==> src/hdl/spinmet_pkg.sv <==
// Shared constants, codes, control types and the exp table of the spin glass update block.
package spinmet_pkg;

    localparam int SITE_W      = 8;
    localparam int MAX_SITES   = 256;
    localparam int CHUNK_W     = 32;
    localparam int CHUNKS      = MAX_SITES / CHUNK_W;
    localparam int CHUNK_IDX_W = 3;
    localparam int BOND_ADDR_W = SITE_W + CHUNK_IDX_W;
    localparam int EXP_ENTRIES = 256;
    localparam logic [63:0] EXP_STEP_Q32 = 64'd4034748383;

    localparam logic [1:0] REQ_STEP  = 2'd0;
    localparam logic [1:0] REQ_BOND  = 2'd1;
    localparam logic [1:0] REQ_FIELD = 2'd2;
    localparam logic [1:0] REQ_SPIN  = 2'd3;

    localparam logic [1:0] CFG_BETA   = 2'd0;
    localparam logic [1:0] CFG_INVSQ  = 2'd1;
    localparam logic [1:0] CFG_ACTIVE = 2'd2;

    typedef struct packed {
        logic                   capture;
        logic                   clr;
        logic [BOND_ADDR_W-1:0] clr_addr;
        logic                   latch;
        logic                   scan;
        logic [CHUNK_IDX_W-1:0] chunk;
        logic                   acc;
        logic                   e1;
        logic                   e2;
        logic                   e3;
        logic                   fin;
        logic                   wr;
        logic                   out_load;
    } cmd_t;

    typedef struct packed {
        logic [1:0] req;
        logic       in_range;
        logic       out_busy;
    } status_t;

    typedef logic [16:0] exp_tab_t [0:EXP_ENTRIES-1];

    function automatic exp_tab_t build_exp_tab();
        exp_tab_t    tab;
        logic [63:0] t;
        t = 64'h1_0000_0000;
        for (int k = 0; k < EXP_ENTRIES; k++)
        begin
            tab[k] = 17'((t + 64'd32768) >> 16);
            t = (t * EXP_STEP_Q32 + 64'h8000_0000) >> 32;
        end
        return tab;
    endfunction

    localparam exp_tab_t EXP_TAB = build_exp_tab();

    function automatic logic [5:0] popcount32(input logic [31:0] v);
        logic [2:0] nib [0:7];
        logic [5:0] c;
        for (int i = 0; i < 8; i++)
        begin
            nib[i] = 3'(v[4*i]) + 3'(v[4*i+1]) + 3'(v[4*i+2]) + 3'(v[4*i+3]);
        end
        c = '0;
        for (int i = 0; i < 8; i++)
        begin
            c = c + 6'(nib[i]);
        end
        return c;
    endfunction

endpackage

==> src/hdl/spinmet_ctrl.sv <==
// Sequencer for clearing, loads and the neighbour scan and acceptance steps of an update.
module spinmet_ctrl (
    input  logic                 clk,
    input  logic                 rst_n,
    input  logic                 in_valid,
    output logic                 in_ready,
    input  spinmet_pkg::status_t status,
    output spinmet_pkg::cmd_t    cmd
);
    import spinmet_pkg::*;

    localparam logic [3:0] S_CLR  = 4'd0;
    localparam logic [3:0] S_IDLE = 4'd1;
    localparam logic [3:0] S_RD   = 4'd2;
    localparam logic [3:0] S_RDW  = 4'd3;
    localparam logic [3:0] S_SCAN = 4'd4;
    localparam logic [3:0] S_LAST = 4'd5;
    localparam logic [3:0] S_E1   = 4'd6;
    localparam logic [3:0] S_E2   = 4'd7;
    localparam logic [3:0] S_E3   = 4'd8;
    localparam logic [3:0] S_E4   = 4'd9;
    localparam logic [3:0] S_WR   = 4'd10;
    localparam logic [3:0] S_OUT  = 4'd11;

    logic [3:0]             state_reg, state_next;
    logic [BOND_ADDR_W-1:0] clr_reg, clr_next;
    logic [CHUNK_IDX_W-1:0] cnt_reg, cnt_next;

    always_ff @(posedge clk or negedge rst_n)
    begin
        if (!rst_n)
        begin
            state_reg <= S_CLR;
            clr_reg   <= '0;
            cnt_reg   <= '0;
        end
        else
        begin
            state_reg <= state_next;
            clr_reg   <= clr_next;
            cnt_reg   <= cnt_next;
        end
    end

    assign in_ready = (state_reg == S_IDLE);

    always_comb
    begin
        state_next   = state_reg;
        clr_next     = clr_reg;
        cnt_next     = cnt_reg;
        cmd          = '0;
        cmd.clr_addr = clr_reg;
        cmd.chunk    = cnt_reg;
        unique case (state_reg)
            S_CLR:
            begin
                cmd.clr  = 1'b1;
                clr_next = clr_reg + 1'b1;
                if (&clr_reg)
                begin
                    state_next = S_IDLE;
                end
            end
            S_IDLE:
            begin
                if (in_valid)
                begin
                    cmd.capture = 1'b1;
                    state_next  = S_RD;
                end
            end
            S_RD:
            begin
                state_next = S_RDW;
            end
            S_RDW:
            begin
                cmd.latch = 1'b1;
                cnt_next  = '0;
                if (status.req == REQ_STEP)
                begin
                    state_next = status.in_range ? S_SCAN : S_OUT;
                end
                else
                begin
                    state_next = S_WR;
                end
            end
            S_SCAN:
            begin
                cmd.scan = 1'b1;
                cmd.acc  = (cnt_reg != '0);
                cnt_next = cnt_reg + 1'b1;
                if (&cnt_reg)
                begin
                    state_next = S_LAST;
                end
            end
            S_LAST:
            begin
                cmd.acc    = 1'b1;
                state_next = S_E1;
            end
            S_E1:
            begin
                cmd.e1     = 1'b1;
                state_next = S_E2;
            end
            S_E2:
            begin
                cmd.e2     = 1'b1;
                state_next = S_E3;
            end
            S_E3:
            begin
                cmd.e3     = 1'b1;
                state_next = S_E4;
            end
            S_E4:
            begin
                cmd.fin    = 1'b1;
                state_next = S_OUT;
            end
            S_WR:
            begin
                cmd.wr     = 1'b1;
                state_next = S_OUT;
            end
            S_OUT:
            begin
                if (!status.out_busy)
                begin
                    cmd.out_load = 1'b1;
                    state_next   = S_IDLE;
                end
            end
            default:
            begin
                state_next = S_CLR;
            end
        endcase
    end

endmodule

==> config.mk <==
export PLATFORM = sky130hd
export DESIGN_NAME = spinmet_ctrl
export DESIGN_NICKNAME = d
export VERILOG_FILES = /design/src/hdl/spinmet_pkg.sv /design/src/hdl/spinmet_ctrl.sv
export SDC_FILE = /design/constraint.sdc
export NUM_CORES = 1
export LEC_CHECK = 0
export BUFFER_PORTS_ARGS = -buffer_cell sky130_fd_sc_hd__buf_4
export CORE_ASPECT_RATIO = 1.2
export CORE_MARGIN = 2
export CORE_UTILIZATION = 35
export CTS_BUF_LIST = sky130_fd_sc_hd__clkbuf_8
export CTS_CLUSTER_SIZE = 28
export DETAILED_ROUTE_END_ITERATION = 8
export SLEW_MARGIN = 20
export SYNTH_ARGS = -nofsm -noshare
export SYNTH_HDL_FRONTEND = slang
export SYNTH_SLANG_ARGS = --single-unit
==> constraint.sdc <==
create_clock -name clk -period 1.5 [get_ports clk]
set_input_delay 0.225 -clock clk [delete_from_list [all_inputs] [get_ports clk]]
set_output_delay 0.225 -clock clk [all_outputs]
set_load 0.02 [all_outputs]
==> Yosys cells after proc, flatten, opt, wreduce, memory -nomap -nowiden <==
Index checks and enable logic that the tools add are counted.
{ "op_classes": {"add_sub_neg": 2, "eq_ne": 15, "muxes": 21, "reduce_logical": 8} }
{ "ops": {"columns": ["operator", "n"], "rows": [
  ["$pmux 4 s11", 1],
  ["$mux 4", 6],
  ["$eq 4x3->1 const B", 4],
  ["$eq 4x4->1 const B", 4],
  ["$mux 1", 12],
  ["$add 11x1->11 const B", 1],
  ["$reduce_and 11->1", 1],
  ["$eq 4x2->1 const B", 2],
  ["$ne 2x2->1 const B", 4],
  ["$pmux 3 s2", 1],
  ["$eq 4x1->1 const B", 1],
  ["$logic_not 4->1", 1],
  ["$reduce_and 4->1", 1],
  ["$add 3x1->3 const B", 1],
  ["$reduce_and 3->1", 1],
  ["$reduce_bool 3->1", 1],
  ["$logic_not 2->1", 1],
  ["$pmux 1 s2", 1],
  ["$reduce_bool 2->1", 1],
  ["$reduce_or 2->1", 1]
]} }
{ "word_totals": {"regBits": 18, "in_bits": 7, "out_inout_bits": 26} }

==> Logic depth before layout (Yosys ltp) <==
Gate-level depths: netlist of run 1.
{ "depth": {"depth_word": 3, "mapped_depth": 5, "depth_no_buf": 5} }

==> Worst setup path before layout of run 1 <==
No wires, ideal clock.
{ "synth_timing": {"kind": "reg-to-output", "from": "reg state_reg[1]", "to": "out cmd[24] (netlist bit)", "arrival_ns": 1.656, "path_slack_ns": -0.381, "path_stages_with_launch": 6, "n_path_buf": 2, "path_cell_list": "dfrtp_1 -> buf_6 -> clkbuf_1 -> nand2b_1 -> nor3_1 -> and2_1"} }
{ "synth_lines": {"columns": ["element", "line_no", "source"], "rows": [
  ["start, declared", "spinmet_ctrl.sv:25", "logic [3:0] state_reg, state_next;"],
  ["start signal, assigned", "spinmet_ctrl.sv:39", "state_reg <= state_next;"],
  ["end, declared", "spinmet_ctrl.sv:8", "output spinmet_pkg::cmd_t cmd"]
]} }

==> impl_metrics.json, run 1 <==
{
  "leakage_nw": 0.8668,
  "arrival_ns": 1.40,
  "drcViolationCount": 0,
  "io_pins": 33,
  "yosysSeqAreaShare_pct": 43.27,
  "grt_max_degree": 19,
  "port_buffers": 32,
  "insertion_delay_ns": 0.25,
  "synth_ff_type": "dfrtp_1",
  "synth.distinct_cells": 37,
  "syn_inst": 105,
  "synth_top_area_cell": "dfrtp_1",
  "largest_reg_flops": 11,
  "start_kind": "flop",
  "fin_crit_ns": 1.624,
  "hp-class": "in -> reg",
  "dp_hpwl_um": 1911,
  "globalRouteTotalUtil_pct": 18.41,
  "critPathMaxFanout": 4,
  "worstSetupPathType": "reg -> out",
  "ys_top_cells_by_area": "dfrtp_1, xnor2_1, nor2_1",
  "wirelength_um": 2886,
  "drt_iter0_drc": 9,
  "cap_viol_max_count": 0,
  "outcome": "finished, violations left",
  "layoutNonFillerInstCount": 203,
  "post-place-cells": 184,
  "grt_pass1_vias": 1083,
  "synth_edf_count": 0,
  "synth_top_cell_area_share_pct": 43.27,
  "peakVddDrop_mv": 1.419,
  "required_ns": 1.27,
  "cts_buffers": 3,
  "cts_tree": "built",
  "cts-root-buf": "clkbuf_8",
  "clock-sinks": 18,
  "r2r_start": "state_reg[1]",
  "setup_viol": 14,
  "reg2reg_to": "clr_reg[9]",
  "finClkSkew_ns": 0.008486,
  "finalNetCount": 181,
  "drive_gt1_share_pct": 59.76,
  "min_period_over_period_pct": 108.3,
  "synth_async_sr_flop_share_pct": 100.0,
  "die_y_um": 63.74,
  "finalPower_mw": 2.915,
  "avgSynthCellArea_um2": 9.914,
  "antennaDiodeCount": 0,
  "synth_fp_nets": 116,
  "start_util_pct": 37.03,
  "slew_viol_final": 0,
  "vias": 1048,
  "final_hold_viol_count": 0,
  "vias_per_cell": 5.163,
  "ant_nets": 0,
  "violations": "setup timing",
  "rsz0062_at_grt": "true",
  "wire_per_inst_um": 14.22,
  "ys_seq_elements": 18,
  "cellPowerDensity_nw_per_um2": 1596,
  "grt_pass1_wl_um": 4719,
  "startpoint": "state_reg[1]",
  "dieArea_um2": 3428,
  "worst_pin_slew_ns": 0.3183,
  "rows": 21,
  "drt_pass1_iterations": 3,
  "pre_cts_ws_ns": -0.08448,
  "yosys_warnings": 0,
  "die_x_um": 53.79,
  "max_slew_margin_pct": 78.48,
  "cts_buffer_depth": 2,
  "grt-ovfl-total": 0,
  "end_kind": "output pin",
  "finalInstanceArea_um2": 1827,
  "clkSlewWorstSetupHoldPaths_ns": 0.07,
  "gp_congestion": 0.7881,
  "antenna_found_initial": 0,
  "synth.cell_area_um2": 1041,
  "max_freq_ghz": 0.6156,
  "h-tree-depth": 1,
  "rr_worst_depth": 6,
  "area_delta_synth_final_pct": 75.48,
  "crit_end": "cmd[24]",
  "holdPathStages": 3,
  "reg2reg_slack_ns": -0.09,
  "fin_ws_ns": -0.1244,
  "core_area_um2": 2811,
  "placed_area_um2": 1471
}
logic make-up after synthesis:
family	Yosys count	synth area share (%)
simple gates	51	28.61
flops	18	43.27
compound gates	13	9.136
xor+xnor	10	9.135
buf+inv	8	3.966
fa+ha+maj	4	4.808
mux	1	1.082
final cells by class:
cell class / instances / area (um^2)
Inverter: 3 / 11.26
Fill cell: 236 / 984.7
Timing Repair Buffer: 65 / 554.3
Multi-Input combinational cell: 79 / 709.4
Sequential cell: 18 / 454.2
Clock buffer: 4 / 55.05
Tap cell: 34 / 42.54
how the worst min path moves through the flow:
| stage | endpoint | from |
|---|---|---|
| 4_1_cts | state_reg[1] | status[0] |
| 2_1_floorplan | clr_reg[0] | rst_n |
| 5_1_grt | state_reg[1] | status[0] |
| 6_report | state_reg[1] | status[0] |
| 3_3_place_gp | clr_reg[4] | rst_n |
| 3_5_place_dp | clr_reg[3] | rst_n |
cell usage in the layout, fill, tap and decap left out, types with 2 or more instances in the layout:
master and count:
nor2_1 12, nor3_4 3, and4_1 2, dfrtp_1 15, nand4_1 4, and3_4 3
inv_1 2, clkbuf_8 4, nand2_1 4, buf_6 17, nand2b_4 4, dfrtp_2 3
xor2_1 2, buf_4 47, ha_1 3, nor3_2 2, a22o_1 2, and3_1 2
xnor2_1 6
per-layer routing:
layer,up-vias,track usage (%),wire [um]
met5,-,0,0
met4,0,6.090,36
met3,4,2.336,126
met2,26,33.38,1597
met1,515,21.31,1125
li1,503,-,-
worst max-delay path, stage by stage (launching register included):
cell	delay, ns
dfrtp_2	0.42
buf_4	0.16
nand2b_4	0.15
nor3_4	0.14
and2_4	0.17
buf_6	0.10
power breakdown:
group	internal [mW]	leakage [nW]	switching (mW)	total [mW]
sequential	0.594	0.234	0.128	0.722
clock	0.233	0.0288	0.150	0.383
combinational	0.930	0.604	0.880	1.81
total	1.76	0.867	1.16	2.92
through the flow:
step           setup TNS, ns  hold WS [ns]  util, %
2_1_floorplan         -1.009      -0.07059        -
3_3_place_gp        -0.05078        0.1061    52.34
3_5_place_dp         -0.3767        0.1113    52.34
4_1_cts               -1.086        0.2955    61.42
5_1_grt               -2.117        0.3067    64.98
6_report             -0.7028        0.3061    64.98
synth_stat cells, types with 2 or more instances:
| cell type | number |
|---|---|
| dfrtp_1 | 18 |
| nor2_1 | 14 |
| xnor2_1 | 7 |
| nand2_1 | 6 |
| nor3_1 | 6 |
| ha_1 | 4 |
| nand2b_1 | 4 |
| nand4_1 | 4 |
| and3_1 | 3 |
| clkbuf_1 | 3 |
| inv_1 | 3 |
| a21oi_1 | 2 |
| a22o_1 | 2 |
| and2_1 | 2 |
| and3_4 | 2 |
| and4_1 | 2 |
| nand3_1 | 2 |
| xor2_1 | 2 |
timing repair:
item | CTS | global route
resized for setup | 29 | 18
cloned | 0 | 0
hold buffers | 1 | 0
endpoints found under the hold margin | 18 | 0
setup buffers | 12 | 4
pin swaps | 13 | 12
endpoints found under the setup margin | 21 | 26
No activity file was read; power rests on OpenSTA's default activity.
==> run 2, diff against run 1 <==
CORE_ASPECT_RATIO = 0.6   (was 1.2)
TNS_END_PERCENT = 100   (was not set)
==> impl_metrics.json, run 2 (synthesized netlist as in run 1, its figures left out) <==
{
  "final_common_cell": "buf_4",
  "min_period_over_period_pct": 107.6,
  "drt_pass1_iterations": 4,
  "largest_reg_flops": 11,
  "wire_per_inst_um": 13.25,
  "grt_pass1_wl_um": 4209,
  "crit_family": "buffers and inverters",
  "die_y_um": 46.25,
  "violations": "setup timing",
  "arrival_ns": 1.39,
  "outcome": "finished, violations left",
  "wirelength_um": 2782,
  "max_slew_margin_pct": 78.52,
  "reg2reg_to": "clr_reg[9]",
  "vias": 1016,
  "fin_util_pct": 63.51,
  "startpoint": "state_reg[2]",
  "finClkSkew_ns": 0.007181,
  "hp-class": "in -> reg",
  "finalNetCount": 180,
  "max_stage_delay_ns": 0.40,
  "area_delta_synth_final_pct": 74.04,
  "r2r_start": "state_reg[2]",
  "drive_gt1_share_pct": 58.33,
  "end_kind": "output pin",
  "antennaDiodeCount": 0,
  "max_freq_ghz": 0.6198,
  "peakVddDrop_mv": 1.028,
  "vias_per_cell": 4.838,
  "cts_buffers": 3,
  "fin_ws_ns": -0.1135,
  "critPathMaxFanout": 4,
  "drt_iter0_drc": 68,
  "io_pins": 33,
  "slew_viol_final": 0,
  "fillerInstances": 233,
  "clkSlewWorstSetupHoldPaths_ns": 0.07,
  "path_common_cell": "buf_6",
  "reg2reg_slack_ns": -0.09,
  "cap_viol_max_count": 0,
  "dieArea_um2": 3441,
  "finalSetupTns_ns": -0.8850,
  "dp_hpwl_um": 1891,
  "globalRouteTotalUtil_pct": 16.33,
  "antenna_found_initial": 0,
  "setup_viol": 16,
  "clock-sinks": 18,
  "core_area_um2": 2853,
  "start_kind": "flop",
  "slowest_stage": "dfrtp_1",
  "crit_end": "cmd[0]",
  "drcViolationCount": 0,
  "final_cell_mix": "buf_4, dfrtp_1, buf_6",
  "cts-root-buf": "clkbuf_8",
  "insertion_delay_ns": 0.25,
  "cellPowerDensity_nw_per_um2": 1554,
  "gp_congestion": 0.8241,
  "grt_pass1_vias": 913,
  "required_ns": 1.27,
  "final_hold_viol_count": 0,
  "rr_worst_depth": 6,
  "rows": 15,
  "ant_nets": 0,
  "worst_pin_slew_ns": 0.3221,
  "cts_tree": "built",
  "cts_buffer_depth": 2,
  "worst-path-stages": 5,
  "worstSetupPathType": "reg -> out",
  "grt-ovfl-total": 0,
  "leakage_nw": 0.8516,
  "grt_max_degree": 19,
  "crit_chain": "buf_6 -> buf_6 -> nand2b_4 -> nor3_2 -> buf_4",
  "fin_crit_ns": 1.614,
  "crit_buf_inv": 3,
  "die_x_um": 74.41,
  "h-tree-depth": 1,
  "start_util_pct": 36.49,
  "rsz0062_at_grt": "true",
  "port_buffers": 32
}
## run 2: cell types whose count changed in the layout (fill, tap and decap cells not counted), sizes merged
cell and change:
buf -1
## run 2: per-layer routing
metal / up-vias / routed length, um / GRT usage [%]
li1: 502 / - / -
met1: 496 / 1327 / 22.78
met2: 16 / 1348 / 26.73
met3: 2 / 93 / 3.939
met4: 0 / 12 / 2.143
met5: - / 0 / 0
## run 2: how the worst min path moves through the flow
stage          startpoint            to  cells after the start
2_1_floorplan       rst_n    clr_reg[0]                      0
3_3_place_gp        rst_n    clr_reg[7]                      1
3_5_place_dp        rst_n    clr_reg[1]                      1
4_1_cts         status[0]  state_reg[1]                      3
5_1_grt         status[0]  state_reg[1]                      3
6_report        status[0]  state_reg[1]                      3
## run 2: worst register-to-register path, delay by kind of cell, from the launching register on
| family | cells | cell delay, ns |
|---|---|---|
| xor+xnor | 1 | 0.12 |
| simple gates | 3 | 0.69 |
| flops | 1 | 0.40 |
| buf+inv | 2 | 0.31 |
## run 2: power breakdown
| part | switching, mW | leakage (nW) | internal [mW] |
|---|---|---|---|
| clock | 0.154 | 0.0288 | 0.233 |
| combinational | 0.846 | 0.587 | 0.849 |
| sequential | 0.140 | 0.236 | 0.593 |
| total | 1.14 | 0.852 | 1.68 |
## run 2: repair_timing
item                                   in CTS  in global routing
setup buffers                              14                  3
setup endpoints to repair                  18                 22
hold buffers                                1                  0
endpoints found under the hold margin      18                  0
resized for setup                          25                 18
pin swaps                                  11                 12
## run 2: metrics by stage
| stage | cell area, um^2 | instances | hold WS (ns) | worst slack, ns | total power, mW |
|---|---|---|---|---|---|
| 2_1_floorplan | 1084 | 105 | -0.07059 | -0.1626 | 1.507 |
| 3_5_place_dp | 1451 | 188 | 0.1052 | -0.02144 | 1.972 |
| 6_report | 1812 | 210 | 0.2859 | -0.1135 | 2.815 |
| 5_1_grt | 1812 | 210 | 0.3063 | -0.1504 | 2.985 |
| 3_3_place_gp | 1451 | 188 | 0.1060 | 0.01224 | 1.968 |
| 4_1_cts | 1712 | 207 | 0.2897 | -0.08680 | 2.649 |
## run 2: layout make-up
type	instances	area, um^2	area share [%]
repair buffers	64	539.3	29.77
inverters	3	11.26	0.6215
multi-input cells	79	700.7	38.67
well taps	42	52.55	2.901
flip-flops and latches	18	452.9	25.00
clock buffers	4	55.05	3.039
